<file path="src/design/mcwd_pkg.sv">
// Shared types and constants of the earliest-finish worker dispatcher.
// Used by the controller, the datapath and the top level; depends on nothing.
package mcwd_pkg;

   // Worker pool
   localparam int NUM_WORKERS   = 3;
   localparam int WORKER_SLOTS  = 4;
   localparam int WORKER_W      = 2;
   localparam int ACTIVE        = (NUM_WORKERS > WORKER_SLOTS) ? WORKER_SLOTS : NUM_WORKERS;

   // Time and cost widths
   localparam int TIME_W        = 24;
   localparam int SERVICE_W     = 8;
   localparam int SLOW_W        = 4;
   localparam int NEED_W        = SERVICE_W + SLOW_W;
   localparam int COST_W        = TIME_W + 1;
   localparam logic [TIME_W-1:0] TIME_MAX      = {TIME_W{1'b1}};
   localparam logic [TIME_W-1:0] COST_SENTINEL = TIME_W'(9999);

   // Register port
   localparam int CSR_INDEX_W   = 8;

   typedef struct packed {
      logic [SERVICE_W-1:0] service_time;
      logic [TIME_W-1:0]    arrival_time;
   } req_type;

   typedef struct packed {
      logic [WORKER_W-1:0] chosen_worker;
      logic [TIME_W-1:0]   start_time;
      logic [TIME_W-1:0]   finish_time;
   } rsp_type;

   // Controller to datapath commands
   typedef struct packed {
      logic                load;
      logic                eval;
      logic                first;
      logic                commit;
      logic [WORKER_W-1:0] idx;
   } ctl_cmd_type;

endpackage

</file>
<file path="src/design/mcwd_ctrl.sv">
// Sequencer of the dispatcher: accepts an item, steps the cost unit over
// the active workers, then commits into the result register. Uses mcwd_pkg.
module mcwd_ctrl (
   input  logic                 clock,
   input  logic                 reset,
   input  logic                 req_valid,
   output logic                 req_stall,
   output logic                 rsp_valid,
   input  logic                 rsp_stall,
   output mcwd_pkg::ctl_cmd_type cmd
);
   import mcwd_pkg::*;

   typedef enum logic [1:0] {ST_IDLE, ST_EVAL, ST_COMMIT} state_type;

   localparam logic [WORKER_W-1:0] LAST_IDX = WORKER_W'(ACTIVE - 1);

   state_type           state_ff, state_in;
   logic [WORKER_W-1:0] idx_ff, idx_in;
   logic                rsp_valid_ff, rsp_valid_in;
   logic                do_commit;

   // Commit only when the result register is free or draining
   assign do_commit = (state_ff == ST_COMMIT) && (!rsp_valid_ff || !rsp_stall);

   // Next state
   always_comb begin
      state_in     = state_ff;
      idx_in       = idx_ff;
      rsp_valid_in = rsp_valid_ff;
      if (rsp_valid_ff && !rsp_stall) begin
         rsp_valid_in = 1'b0;
      end
      case (state_ff)
         ST_IDLE: begin
            if (req_valid) begin
               state_in = ST_EVAL;
               idx_in   = '0;
            end
         end
         ST_EVAL: begin
            if (idx_ff == LAST_IDX) begin
               state_in = ST_COMMIT;
            end else begin
               idx_in = idx_ff + 1'b1;
            end
         end
         ST_COMMIT: begin
            if (do_commit) begin
               state_in     = ST_IDLE;
               rsp_valid_in = 1'b1;
            end
         end
         default: state_in = ST_IDLE;
      endcase
   end

   // State and registered outputs
   always_ff @(posedge clock) begin
      if (reset) begin
         state_ff     <= ST_IDLE;
         idx_ff       <= '0;
         rsp_valid_ff <= 1'b0;
      end else begin
         state_ff     <= state_in;
         idx_ff       <= idx_in;
         rsp_valid_ff <= rsp_valid_in;
      end
   end

   assign req_stall  = (state_ff != ST_IDLE);
   assign rsp_valid  = rsp_valid_ff;

   assign cmd.load   = (state_ff == ST_IDLE) && req_valid;
   assign cmd.eval   = (state_ff == ST_EVAL);
   assign cmd.first  = (idx_ff == '0);
   assign cmd.commit = do_commit;
   assign cmd.idx    = idx_ff;

endmodule

</file>
<file path="src/design/mcwd_dp.sv">
// Datapath of the dispatcher: slowness registers, busy-until times, the
// shared cost unit, the running minimum and the result register. Uses mcwd_pkg.
module mcwd_dp (
   input  logic                         clock,
   input  logic                         reset,
   input  mcwd_pkg::ctl_cmd_type        cmd,
   input  mcwd_pkg::req_type            req_data,
   input  logic                         csr_write,
   input  logic [mcwd_pkg::CSR_INDEX_W-1:0] csr_index,
   input  logic [mcwd_pkg::SLOW_W-1:0]  csr_data,
   output mcwd_pkg::rsp_type            rsp_data
);
   import mcwd_pkg::*;

   logic [SLOW_W-1:0]    slow_ff  [WORKER_SLOTS];
   logic [TIME_W-1:0]    busy_ff  [WORKER_SLOTS];
   logic [SERVICE_W-1:0] service_ff;
   logic [TIME_W-1:0]    arrival_ff;
   logic [COST_W-1:0]    best_ff, best_in;
   logic [WORKER_W-1:0]  pick_ff, pick_in;
   logic [TIME_W-1:0]    start_ff, start_in;
   logic [NEED_W-1:0]    need_ff, need_in;
   rsp_type              rsp_ff;

   logic [SLOW_W-1:0]    slow_sel;
   logic [TIME_W-1:0]    busy_sel;
   logic [NEED_W-1:0]    need;
   logic [TIME_W-1:0]    wait_t;
   logic [COST_W-1:0]    cost;
   logic [COST_W-1:0]    finish_sum;
   logic [TIME_W-1:0]    finish;

   // Cost of the worker under evaluation
   assign slow_sel = slow_ff[cmd.idx];
   assign busy_sel = busy_ff[cmd.idx];
   assign need     = NEED_W'(service_ff) * NEED_W'(slow_sel);
   assign wait_t   = (busy_sel > arrival_ff) ? (busy_sel - arrival_ff) : '0;
   assign cost     = COST_W'(wait_t) + COST_W'(need);

   // Running minimum; worker 0 is the default pick
   always_comb begin
      best_in  = best_ff;
      pick_in  = pick_ff;
      start_in = start_ff;
      need_in  = need_ff;
      if (cmd.eval) begin
         if (cmd.first) begin
            best_in  = (cost < COST_W'(COST_SENTINEL)) ? cost : COST_W'(COST_SENTINEL);
            pick_in  = cmd.idx;
            start_in = busy_sel;
            need_in  = need;
         end else if (cost < best_ff) begin
            best_in  = cost;
            pick_in  = cmd.idx;
            start_in = busy_sel;
            need_in  = need;
         end
      end
   end

   // New busy-until, saturating
   assign finish_sum = COST_W'(start_ff) + COST_W'(need_ff);
   assign finish     = (finish_sum > COST_W'(TIME_MAX)) ? TIME_MAX : finish_sum[TIME_W-1:0];

   // Item and scan registers
   always_ff @(posedge clock) begin
      if (cmd.load) begin
         service_ff <= req_data.service_time;
         arrival_ff <= req_data.arrival_time;
      end
      best_ff  <= best_in;
      pick_ff  <= pick_in;
      start_ff <= start_in;
      need_ff  <= need_in;
      if (cmd.commit) begin
         rsp_ff.chosen_worker <= pick_ff;
         rsp_ff.start_time    <= start_ff;
         rsp_ff.finish_time   <= finish;
      end
   end

   // Per-worker state: slowness registers and busy-until times
   for (genvar w = 0; w < WORKER_SLOTS; w++) begin : g_worker
      always_ff @(posedge clock) begin
         if (reset) begin
            slow_ff[w] <= SLOW_W'(w + 1);
            busy_ff[w] <= '0;
         end else begin
            if (csr_write && (csr_index == CSR_INDEX_W'(w))) begin
               slow_ff[w] <= csr_data;
            end
            if (cmd.commit && (pick_ff == WORKER_W'(w))) begin
               busy_ff[w] <= finish;
            end
         end
      end
   end

   assign rsp_data = rsp_ff;

endmodule

</file>
<file path="src/design/min_completion_worker_dispatch.sv">
// Top level of the earliest-finish worker dispatcher.
// Instantiates mcwd_ctrl and mcwd_dp; uses mcwd_pkg.
//
//  channel  ports                        direction  moves
//  req      req_valid/req_stall/req_data  in         job: service and arrival time
//  rsp      rsp_valid/rsp_stall/rsp_data  out        worker, start and finish time
//  csr      csr_valid/csr_ready/index/data in        slowness of worker 0..3
//
// An item is accepted, then stepped over each active worker in turn
// through the single shared cost unit, then the chosen worker is committed.
// Reset clears all busy-until times and sets the slowness of worker i to i + 1.
// The result register holds while rsp_stall is high; the next item is accepted
// meanwhile, and its commit waits until that register drains.
// Register writes are always taken; indexes beyond worker 3 are ignored.
module min_completion_worker_dispatch (
   input  logic                              clock,
   input  logic                              reset,
   input  logic                              req_valid,
   output logic                              req_stall,
   input  mcwd_pkg::req_type                 req_data,
   output logic                              rsp_valid,
   input  logic                              rsp_stall,
   output mcwd_pkg::rsp_type                 rsp_data,
   input  logic                              csr_valid,
   output logic                              csr_ready,
   input  logic [mcwd_pkg::CSR_INDEX_W-1:0]  csr_index,
   input  logic [mcwd_pkg::SLOW_W-1:0]       csr_data
);
   import mcwd_pkg::*;

   ctl_cmd_type cmd;
   logic        csr_write;

   assign csr_ready = 1'b1;
   assign csr_write = csr_valid && csr_ready;

   // Sequencer
   mcwd_ctrl u_ctrl (
      .clock     (clock),
      .reset     (reset),
      .req_valid (req_valid),
      .req_stall (req_stall),
      .rsp_valid (rsp_valid),
      .rsp_stall (rsp_stall),
      .cmd       (cmd)
   );

   // Datapath
   mcwd_dp u_dp (
      .clock     (clock),
      .reset     (reset),
      .cmd       (cmd),
      .req_data  (req_data),
      .csr_write (csr_write),
      .csr_index (csr_index),
      .csr_data  (csr_data),
      .rsp_data  (rsp_data)
   );

endmodule
</file>
<file path="config.mk">
export PLATFORM = sky130hd
export DESIGN_NAME = min_completion_worker_dispatch
export DESIGN_NICKNAME = d
export VERILOG_FILES = /design/src/design/mcwd_pkg.sv /design/src/design/mcwd_ctrl.sv /design/src/design/mcwd_dp.sv /design/src/design/min_completion_worker_dispatch.sv
export SDC_FILE = /design/constraint.sdc
export NUM_CORES = 1
export LEC_CHECK = 0
export ABC_AREA = 1
export ABC_CLOCK_PERIOD_IN_PS = 8700
export CORE_ASPECT_RATIO = 1.75
export CORE_MARGIN = 1.5
export CORE_UTILIZATION = 41
export DETAILED_ROUTE_END_ITERATION = 10
export DONT_BUFFER_PORTS = 1
export SYNTH_ARGS = -nofsm -noshare
export SYNTH_HDL_FRONTEND = slang
export SYNTH_HIERARCHICAL = 1
export SYNTH_SLANG_ARGS = --single-unit
</file>
<file path="constraint.sdc">
create_clock -name clock -period 8.7 [get_ports clock]
set_input_delay 0.435 -clock clock [delete_from_list [all_inputs] [get_ports clock]]
set_output_delay 0.435 -clock clock [all_outputs]
set_load 0.01 [all_outputs]
</file>
### After elaboration in Yosys (flattened, before gate mapping)

Memories as Yosys holds them, arrays and structs flattened. A register that Yosys moved wholly into a read port is not among the register bits.
Index checks and enable logic that the tools add are counted.
W data, S select, Z words.

| cells by class | value |
|---|---|
| add/sub/neg operators | 4 |
| multipliers | 1 |
| order comparisons | 4 |
| equal/unequal tests | 13 |
| muxes and demuxes | 59 |
| bitwise gates (word level) | 8 |
| reductions and logical operators | 24 |

Operator list:

| operator | count |
|---|---|
| $mux W24 | 8 |
| $mux W25 | 3 |
| $add A24 B12 Y25 | 2 |
| $mux W1 | 29 |
| $gt A25 B24 Y1 const B | 1 |
| $lt A25 B14 Y1 const B | 1 |
| $lt A25 B25 Y1 | 1 |
| $gt A24 B24 Y1 | 1 |
| $mux W12 | 2 |
| $sub A24 B24 Y24 | 1 |
| $mux W2 | 11 |
| $eq A8 B2 Y1 const B | 2 |
| $mux W4 | 4 |
| $mul A8 B4 Y12 | 1 |
| $logic_and A1 B1 Y1 | 11 |
| $eq A2 B2 Y1 const B | 4 |
| $eq A8 B1 Y1 const B | 1 |
| $logic_not A8 Y1 | 1 |
| $or A1 B1 Y1 | 8 |
| $logic_not A2 Y1 | 3 |
| $pmux W2 S3 | 1 |
| $reduce_and A3 Y1 | 2 |
| $reduce_bool A2 Y1 | 3 |
| $eq A2 B1 Y1 const B | 2 |
| other kinds (7) | 10 |

| word-level totals | value |
|---|---|
| register bits after elaboration | 150 |
| RAM bits | 112 |
| output and inout bits | 53 |
| logic and storage cells | 127 |
| memories | 2 |

Memories:

| memory | words | width | rd ports | clocked after Yosys merged registers in | write ports | RTL line | RTL |
|---|---|---|---|---|---|---|---|
| u_dp.busy_ff | 4 | 24 | 1 | 1 | 4 | mcwd_dp.sv:16 | `logic [TIME_W-1:0] busy_ff [WORKER_SLOTS];` |
| u_dp.slow_ff | 4 | 4 | 1 | 1 | 4 | mcwd_dp.sv:15 | `logic [SLOW_W-1:0] slow_ff [WORKER_SLOTS];` |

### Depth between registers and ports, before layout

Gate-level depths: netlist of run 1.

| depth | value |
|---|---|
| depth in word-level cells | 8 |
| depth in mapped cells | 50 |
| depth with buffers taken out | 48 |

### Modules after synthesis

The synthesis of run 1 kept the hierarchy.

Modules (own cells, without submodules):

| module | instances | cells an instance | area each (um^2) | sequential area each (um^2) |
|---|---|---|---|---|
| mcwd_dp | 1 | 1552 | 14483.9 | 7717.4 |
| mcwd_ctrl | 1 | 44 | 300.3 | 100.1 |
| min_completion_worker_dispatch | 1 | 2 | 11.3 | 0.0 |

### Worst setup path after synthesis of run 1

Ideal clock, no wire load.

| timing path | value |
|---|---|
| kind | reg-to-reg |
| from | register u_ctrl.idx_ff[1] |
| to | register u_dp.best_ff[0], enable pin |
| library setup time | 0.504 ns |
| data arrival time | 9.208 ns |
| required time | 8.196 ns |
| path slack | -1.012 ns |
| stages on the path, launching flop included | 50 |
| path buffers | 2 |
| period minus slack after synthesis | 9.712 ns |
| path through | dfxtp_1 > clkbuf_1 > inv_1 > clkbuf_1 > nand3_1 > nand2_1 > inv_1 > nand2_1 > fa_1 > inv_1 > fa_1 > fa_1 > nand3_1 > nand2_1 > a21oi_1 > inv_1 > a21oi_1 > nor2_1 > [14 not listed] > ha_1 > nand2_1 > inv_1 > nand3_1 > nor2_1 > nand4_1 > nor2_1 > nor2_1 > nand2_1 > nand2_1 > nand3_1 > nand2_1 > nand2_1 > nand2_1 > nand2_1 > nand2_1 > nand2_1 > a21oi_1 |

RTL lines:

| what | RTL line | RTL |
|---|---|---|
| start, declared | mcwd_ctrl.sv:19 | `logic [WORKER_W-1:0] idx_ff, idx_in;` |
| start signal, assigned | mcwd_ctrl.sv:66 | `idx_ff <= idx_in;` |
| end signal, assigned | mcwd_dp.sv:71 | `best_ff <= best_in;` |
| end, declared | mcwd_dp.sv:19 | `logic [COST_W-1:0] best_ff, best_in;` |

==> out/results.txt, run 1 <==
WP buf/inv = 8
Cell area after placement = 15360 um2
Critical path's most frequent cell = nand2_1
Total negative slack = 0 ns
Worst Setup End Kind = flip-flop
Clk_lat worst skew = 0.55 ns
Most common cell after layout, fill and taps aside = nand2_1
Starting Density = 41.78%
Startpoint types = flip-flop
RSZ-0062 raised after global routing = false
Num CTS Buffers = 26
Part of the cycle the worst path needs = 89.11%
Static Leak = 7.325 nW
Yosys top cell area share = 52.16%
Main synth FF type = edfxtp_1
Mapped cell area = 14800 um2
Final HPWL DP = 28440 um
Clk sinks = 262
Area contributors post-synth = edfxtp_1 (52%), ha_1 (7.4%), nand2_1 (7.3%), nor2_1 (6.7%), inv_1 (6.7%)
N_diodes = 0
Avg Synthesized Cell Area = 9.259 um2
Arr. time, crit path = 7.97 ns
PostCTS Resize Cnt = 0
Rows = 91
Placed Cells = 2041
Worst Tran Pin Value = 1.067 ns
Final instance area = 16580 um2
CP required = 8.92 ns
Vias in the first global route = 10.95k
Pin count of the biggest net entering global routing = 55
GP Congestion = 0.9375
WL per Instance = 17.67 um
Final ANT Viol Nets = 0
#FFs+latches synth = 262
Via count = 10.73k
CP Max Fanout = 38
Status = finished, final reports clean
Post-synth ARST share = 0%
Hold Crit Start = reset
Crit path time final = 7.753 ns
Final wirelength = 37480 um
DRC = 0
Max Clock Skew = 0.01866 ns
CTS tree = built
GRT Residual Overflow = 0
Final hold violation count = 0
Crit Reg-Reg Startpoint = u_ctrl/idx_ff[0]
GRT Overall Usage = 20.21%
Max Fclk = 129.0 MHz
Min-Delay Path Class = in -> reg
Slowest cell on crit path = fa_1
Seq/Total Area, Yosys = 52.84%
Die area = 37280 um2
First-pass GRT wire length = 57580 um
Post-synth top area cell = edfxtp_1
Distinct cells, synth = 50
Layout cells sized above 1 = 7.246%
Most frequent cells in the layout = nand2_1 (287), nor2_1 (265), inv_1 (264)
Post-Syn Instances = 1598
Max-slew violation count = 0
Filler instances = 3328
Post-Layout Cell Count = 2121
Core ar. = 35410 um2
Iter 0 DRT Violations = 612
CP Launch Point = u_ctrl/idx_ff[0]
MaxCap Viol Count = 0
Chip width = 146.6 um
Crit Path Class = reg -> reg
IO buf count = 0
Maximum vdd drop = 149.1 uV
Setup Viol. Count Final = 0
Ys Warns = 6
Area Growth Syn to Fin = 12.03%
Length of the first detailed-routing pass in iterations = 5
Worst-path clk slew = 0.06 ns
EDFF count, synth = 257
Pwr dens = 273.0 nW/um2
Post CTS Setup Buffer Count = 0
Syn_nets = 1749
Final Total Pwr = 4.526 mW
CTS Root Cell = clkbuf_16
Critical path's top delay family = simple AND/OR/NAND/NOR gates
Nets@finish = 1788
Top Ports = 102
H-Tree Depth = 1
Clock buffer depth = 3
Vias/cell = 5.057
DIE HEIGHT = 254.3 um
Largest stage delay, worst path = 0.53 ns
Initial antenna violation count = 1
Slew margin rel. = 28.20%
[flip-flops by register name (all words and copies together), names as in the netlist, 8 cells and up]
signal and count:
u_dp/busy_ff 96, u_dp/arrival_ff 24, u_dp/start_ff 24, u_dp/slow_ff 16
u_dp/service_ff 8, u_dp/rsp_data 50, u_dp/need_ff 12, u_dp/best_ff 25
[cells in the mapped netlist (2+ instances only)]
library cell and count:
xnor2_1 14, fa_1 15, nand4_1 15, nor2_1 266, nand3b_1 7, o21bai_1 8
or2_2 5, buf_4 4, o22ai_1 23, xor2_1 35, nand2_2 20, o21ai_0 59
nor2_2 11, nor2_4 5, dfxtp_1 5, o211ai_1 3, ha_1 87, inv_2 8
o21ai_2 2, nor3_1 8, a31oi_1 7, clkbuf_1 29, nand3_1 58, edfxtp_1 257
nor4_1 2, a21oi_1 68, inv_1 264, nand2_1 287, a21o_1 2, nand3_2 3
nor3_2 2
[stage by stage]
stage | utilization (%) | setup WS [ns] | hold WS (ns)
floorplan | - | 0.2549 | 0.4264
global placement | 43.39 | 1.134 | 0.4699
detailed placement | 43.39 | 0.9374 | 0.4793
CTS | 46.81 | 0.9205 | 0.02541
global route | 46.81 | 0.2009 | 0.04093
finish | 46.81 | 0.9474 | 0.04676
[layer usage]
layer | global-route usage (%) | vias up | wire [um]
li1 | - | 5301 | -
met1 | 20.80 | 5079 | 13640
met2 | 39.47 | 253 | 20570
met3 | 2.290 | 91 | 1252
met4 | 10.85 | 2 | 2001
met5 | 0 | - | 16
[cells by family after synthesis]
kind of cell             synth area share [%]
AND/OR/NAND/NOR                         19.99
buffers and inverters                   7.958
flip-flops                              52.84
AO/OA/AOI/OAI                           6.791
adder cells (fa/ha/maj)                 9.387
XOR/XNOR                                3.011
other                                 0.02535
[worst min-delay path: cells and delay by family]
| kind | cells | cell delay (ns) |
|---|---|---|
| and+or+nand+nor | 2 | 0.09 |
| buffers and inverters | 1 | 0.03 |
[timing repair]
action                                 4_1_cts  5_1_grt
setup endpoints to repair                    0        0
endpoints found under the hold margin       35        0
hold buffers                                33        0
[final timing paths]
check	slack [ns]	cells after the start	to
worst max-delay path	0.95	48	u_dp/start_ff[22]
worst min register to register	0.50	0	u_dp/rsp_data[43]
worst max register to register	0.95	48	u_dp/start_ff[22]
worst min-delay path	0.05	3	u_ctrl/idx_ff[0]
[report_power, final]
part / leakage (nW) / internal (mW) / total (mW) / switching (mW)
Combinational: 4.36 / 0.597 / 1.78 / 1.19
Sequential: 2.54 / 1.53 / 1.58 / 0.0466
Clock: 0.428 / 0.663 / 1.16 / 0.499
Total: 7.33 / 2.79 / 4.53 / 1.73
[final cells by class]
class	instances	area [um2]	area share, %
Clock buffer	34	733.2	4.423
Clock inverter	13	148.9	0.8982
Inverter	273	1027	6.197
Multi-Input combinational cell	1029	5833	35.19
Sequential cell	262	7819	47.17
Tap cell	465	581.8	3.510
Timing Repair Buffer	45	432.9	2.612
Note: power is estimated with default switching activity, not from simulation.
==> run 2: changes to the inputs <==
CORE_ASPECT_RATIO = default   (was 1.75)
==> out/results.txt, run 2 (same netlist as run 1, synthesis figures left out) <==
Hold path endpoint = u_ctrl/idx_ff[0]
Number of flip-flops in the largest register = 96
Crit path time final = 7.632 ns
Final HPWL DP = 25510 um
Core ar. = 35570 um2
CTS Root Cell = clkbuf_16
GRT Overall Usage = 19.69%
DRC = 0
DIE HEIGHT = 193.0 um
Pwr dens = 271.9 nW/um2
CP required = 8.92 ns
Starting Density = 41.60%
Vias/cell = 4.992
Die area = 37240 um2
Slowest cell on crit path = fa_1
Reg2Reg Capture Point = u_dp/start_ff[22]
Placed Cells = 2036
Maximum vdd drop = 194.6 uV
Critical path's most frequent cell = nand2_1
Arr. time, crit path = 7.85 ns
Rows = 69
GRT Residual Overflow = 0
Hold Crit Start = reset
MaxCap Viol Count = 0
Clk_lat worst skew = 0.56 ns
Nets@finish = 1790
Min-Delay Path Class = in -> reg
Num CTS Buffers = 29
Iter 0 DRT Violations = 707
WL per Instance = 16.81 um
Worst-path clk slew = 0.06 ns
Area Growth Syn to Fin = 12.14%
Filler instances = 3368
Slew margin rel. = 31.60%
N_diodes = 0
Status = finished, final reports clean
Crit Path Class = reg -> reg
Most frequent cells in the layout = nand2_1 (287), nor2_1 (265), inv_1 (264)
Final Total Pwr = 4.511 mW
Most common cell after layout, fill and taps aside = nand2_1
Max Fclk = 131.0 MHz
Pin count of the biggest net entering global routing = 64
GP Congestion = 0.8410
Largest stage delay, worst path = 0.53 ns
Worst R2R Setup Slack = 1.07 ns
Multi-input gate area = 5833 um2
PostCTS Resize Cnt = 0
Hold path cells = 3
Worst Reg-to-Reg Cells = 47
First-pass GRT wire length = 56510 um
Final hold violation count = 0
Worst Tran Pin Value = 1.025 ns
Startpoint types = flip-flop
Core Util, Final = 46.64%
Clk sinks = 262
IO buf count = 0
Length of the first detailed-routing pass in iterations = 5
Top Ports = 102
Final wirelength = 35700 um
Clock buffer depth = 3
Largest Register = u_dp/busy_ff
Via count = 10.60k
RSZ-0062 raised after global routing = false
Static Leak = 7.338 nW
Initial antenna violation count = 0
Max-slew violation count = 0
CTS tree = built
Layout cells sized above 1 = 7.461%
Post-Layout Cell Count = 2123
CP Max Fanout = 63
Worst Setup End Kind = flip-flop
Total negative slack = 0 ns
Crit Reg-Reg Startpoint = u_ctrl/idx_ff[1]
Max Clock Skew = 0.006640 ns
Part of the cycle the worst path needs = 87.72%
Chip width = 193.0 um
H-Tree Depth = 1
Final ANT Viol Nets = 0
Register Area = 7819 um2
Setup Viol. Count Final = 0
Vias in the first global route = 10.55k
run 2: critical path: cells and delay by family, from the launching register on:
kind | cells | cell delay (ns)
adders and majority gates | 5 | 2.03
buffers and inverters | 8 | 0.99
AOI/OAI and AO/OA | 8 | 1.33
xor gates and xnor gates | 2 | 0.29
and+or+nand+nor | 24 | 2.13
DFF | 1 | 0.41
run 2: how the worst max path moves through the flow:
stage / to / slack [ns] / startpoint / depth (start not counted)
4_1_cts: u_dp/start_ff[2] / 1.09 / u_ctrl/idx_ff[1] / 47
3_5_place_dp: u_dp/start_ff[1] / 1.10 / u_ctrl/idx_ff[1] / 47
2_1_floorplan: u_dp/best_ff[0] / 0.25 / u_ctrl/idx_ff[1] / 49
6_report: u_dp/start_ff[22] / 1.07 / u_ctrl/idx_ff[1] / 47
3_3_place_gp: u_dp/start_ff[11] / 1.30 / u_ctrl/idx_ff[1] / 47
5_1_grt: u_dp/start_ff[22] / 0.35 / u_ctrl/idx_ff[1] / 48
run 2: final cells by class:
| type | count | share of cell area, % |
|---|---|---|
| well taps | 461 | 3.477 |
| flip-flops and latches | 262 | 47.13 |
| clock inverters | 23 | 1.063 |
| repair buffers | 44 | 2.564 |
| clock buffers | 31 | 4.419 |
| inverters | 273 | 6.192 |
| multi-input cells | 1029 | 35.16 |
run 2: routing by layer:
layer / track usage [%] / up-vias / part of all wire [%]
li1: - / 5303 / -
met1: 27.37 / 4966 / 47
met2: 32.34 / 276 / 45
met3: 2.480 / 52 / 4.9
met4: 5.769 / 0 / 2.7
met5: 0 / - / 0
run 2: power by group:
group | leakage, nW | internal, mW | total, mW | switching [mW]
Clock | 0.446 | 0.669 | 1.18 | 0.512
Sequential | 2.54 | 1.53 | 1.58 | 0.0484
Combinational | 4.35 | 0.595 | 1.75 | 1.15
run 2: through the flow:
stage	instance area, um2	setup slack (ns)	hold slack (ns)
floorplan	14800	0.2549	0.4264
global placement	15350	1.300	0.4522
detailed placement	15350	1.105	0.4412
CTS	16590	1.087	0.0001142
global route	16590	0.3514	0.01125
finish	16590	1.068	0.01855
run 2: repair_timing:
item                                   in CTS  in global routing
endpoints found under the hold margin      35                  0
setup buffers                               0                  0
hold buffers                               33                  0
==> run 3: changes to the inputs <==
RECOVER_POWER = 50   (was default)
==> out/results.txt, run 3 (same netlist as run 1, synthesis figures left out) <==
CP required = 8.92 ns
Worst-path clk slew = 0.06 ns
Initial antenna violation count = 0
Total negative slack = 0 ns
Vias in the first global route = 10.55k
DIE HEIGHT = 193.0 um
Max Fclk = 130.8 MHz
Final WS setup = 1.052 ns
Status = complete, but fails checks
Worst Tran Pin Value = 3.081 ns
Iter 0 DRT Violations = 741
Layout cells sized above 1 = 7.040%
GP Congestion = 0.8410
Min-Delay Path Class = in -> reg
Pwr dens = 272.2 nW/um2
GRT Overall Usage = 19.69%
Slew margin rel. = -105.4%
Vias/cell = 4.994
RSZ-0062 raised after global routing = false
Starting Density = 41.60%
Max Clock Skew = 0.006761 ns
Static Leak = 7.321 nW
Clk sinks = 262
Arr. time, crit path = 7.87 ns
H-Tree Depth = 1
Maximum vdd drop = 194.7 uV
CP Max Fanout = 63
Pin count of the biggest net entering global routing = 64
GRT Residual Overflow = 0
N_diodes = 0
Largest stage delay, worst path = 0.53 ns
WL per Instance = 16.82 um
Top Ports = 102
DRC = 0
Failing checks = capacitance limit, slew limit
Max-slew violation count = 138
Rows = 69
CTS tree = built
MaxCap Viol Count = 4
Filler instances = 3374
Most common cell after layout, fill and taps aside = nand2_1
Final wirelength = 35700 um
Number of flip-flops in the largest register = 96
Setup Viol. Count Final = 0
Clock buffer depth = 3
Clk_lat worst skew = 0.56 ns
Largest Register = u_dp/busy_ff
Post CTS Setup Buffer Count = 0
Slowest cell on crit path = fa_1
Crit Path Class = reg -> reg
Length of the first detailed-routing pass in iterations = 5
Post-Place Setup Slack = 1.105 ns
IO buf count = 0
PostCTS Resize Cnt = 0
Most frequent cells in the layout = nand2_1 (288), nor2_1 (266), inv_1 (264)
Cts-stage hold buffer count = 33
Final HPWL DP = 25510 um
Die area = 37240 um2
Crit path time final = 7.648 ns
Final hold violation count = 0
Worst Setup End Kind = flip-flop
Core ar. = 35570 um2
Chip width = 193.0 um
Num CTS Buffers = 29
Startpoint types = flip-flop
Final ANT Viol Nets = 0
Critical path's most frequent cell = nand2_1
First-pass GRT wire length = 56510 um
Via count = 10.60k
Nets@finish = 1790
CTS Root Cell = clkbuf_16
Area Growth Syn to Fin = 11.99%
Part of the cycle the worst path needs = 87.90%
run 3: cell types whose count changed in the layout (fill, tap and decap cells not counted):
cell      delta
nand2_2      -1
dfxtp_2      -1
clkbuf_1     +4
nor2_1       +1
dfxtp_1      +1
nand2_1      +1
nor2_2       -1
buf_4        -4
run 3: area by class of cell:
| class | instances | area, um2 | area share, % |
|---|---|---|---|
| Sequential cell | 262 | 7818 | 47.18 |
| Tap cell | 461 | 576.8 | 3.481 |
| Multi-Input combinational cell | 1029 | 5828 | 35.17 |
| Clock buffer | 31 | 733.2 | 4.425 |
| Timing Repair Buffer | 44 | 410.4 | 2.477 |
| Clock inverter | 23 | 176.4 | 1.065 |
| Inverter | 273 | 1027 | 6.200 |
run 3: power breakdown:
group | internal [mW] | leakage (nW) | total, mW | switching (mW)
logic | 0.594 | 4.34 | 1.75 | 1.15
registers | 1.54 | 2.54 | 1.58 | 0.0485
clock network | 0.669 | 0.446 | 1.18 | 0.511
run 3: metrics by stage:
| stage | hold slack (ns) | instance area, um2 | utilization (%) | instances | power (mW) |
|---|---|---|---|---|---|
| 2_1_floorplan | 0.4264 | 14800 | - | 1598 | 2.897 |
| 3_3_place_gp | 0.4522 | 15350 | 43.16 | 2036 | 3.324 |
| 3_5_place_dp | 0.4412 | 15350 | 43.16 | 2036 | 3.344 |
| 4_1_cts | 0.0001142 | 16590 | 46.64 | 2123 | 4.546 |
| 5_1_grt | 0.01853 | 16570 | 46.58 | 2123 | 4.840 |
| 6_report | 0.03074 | 16570 | 46.58 | 2123 | 4.509 |
run 3: critical path: cells and delay by family (launching register included):
kind                     cells  cell delay, ns
adder cells (fa/ha/maj)      5            2.04
flip-flops                   1            0.42
XOR/XNOR                     2            0.29
buffers and inverters        8            0.99
AND/OR/NAND/NOR             24            2.14
AO/OA/AOI/OAI                8            1.35
run 3: layer usage:
layer  routed length, um  share of wire (%)  track usage [%]
met1               16780                 47            27.37
met2               16220                 45            32.34
met3                1747                4.9            2.480
met4                 953                2.7            5.769
met5                   0                  0                0
run 3: final timing paths:
path,from,end,slack (ns),depth (start not counted)
setup reg to reg,u_ctrl/idx_ff[1],u_dp/start_ff[22],1.05,47
hold / removal,reset,u_ctrl/idx_ff[0],0.03,3
setup / recovery,u_ctrl/idx_ff[1],u_dp/start_ff[22],1.05,47
hold reg to reg,u_dp/start_ff[2],u_dp/rsp_data[26],0.46,0
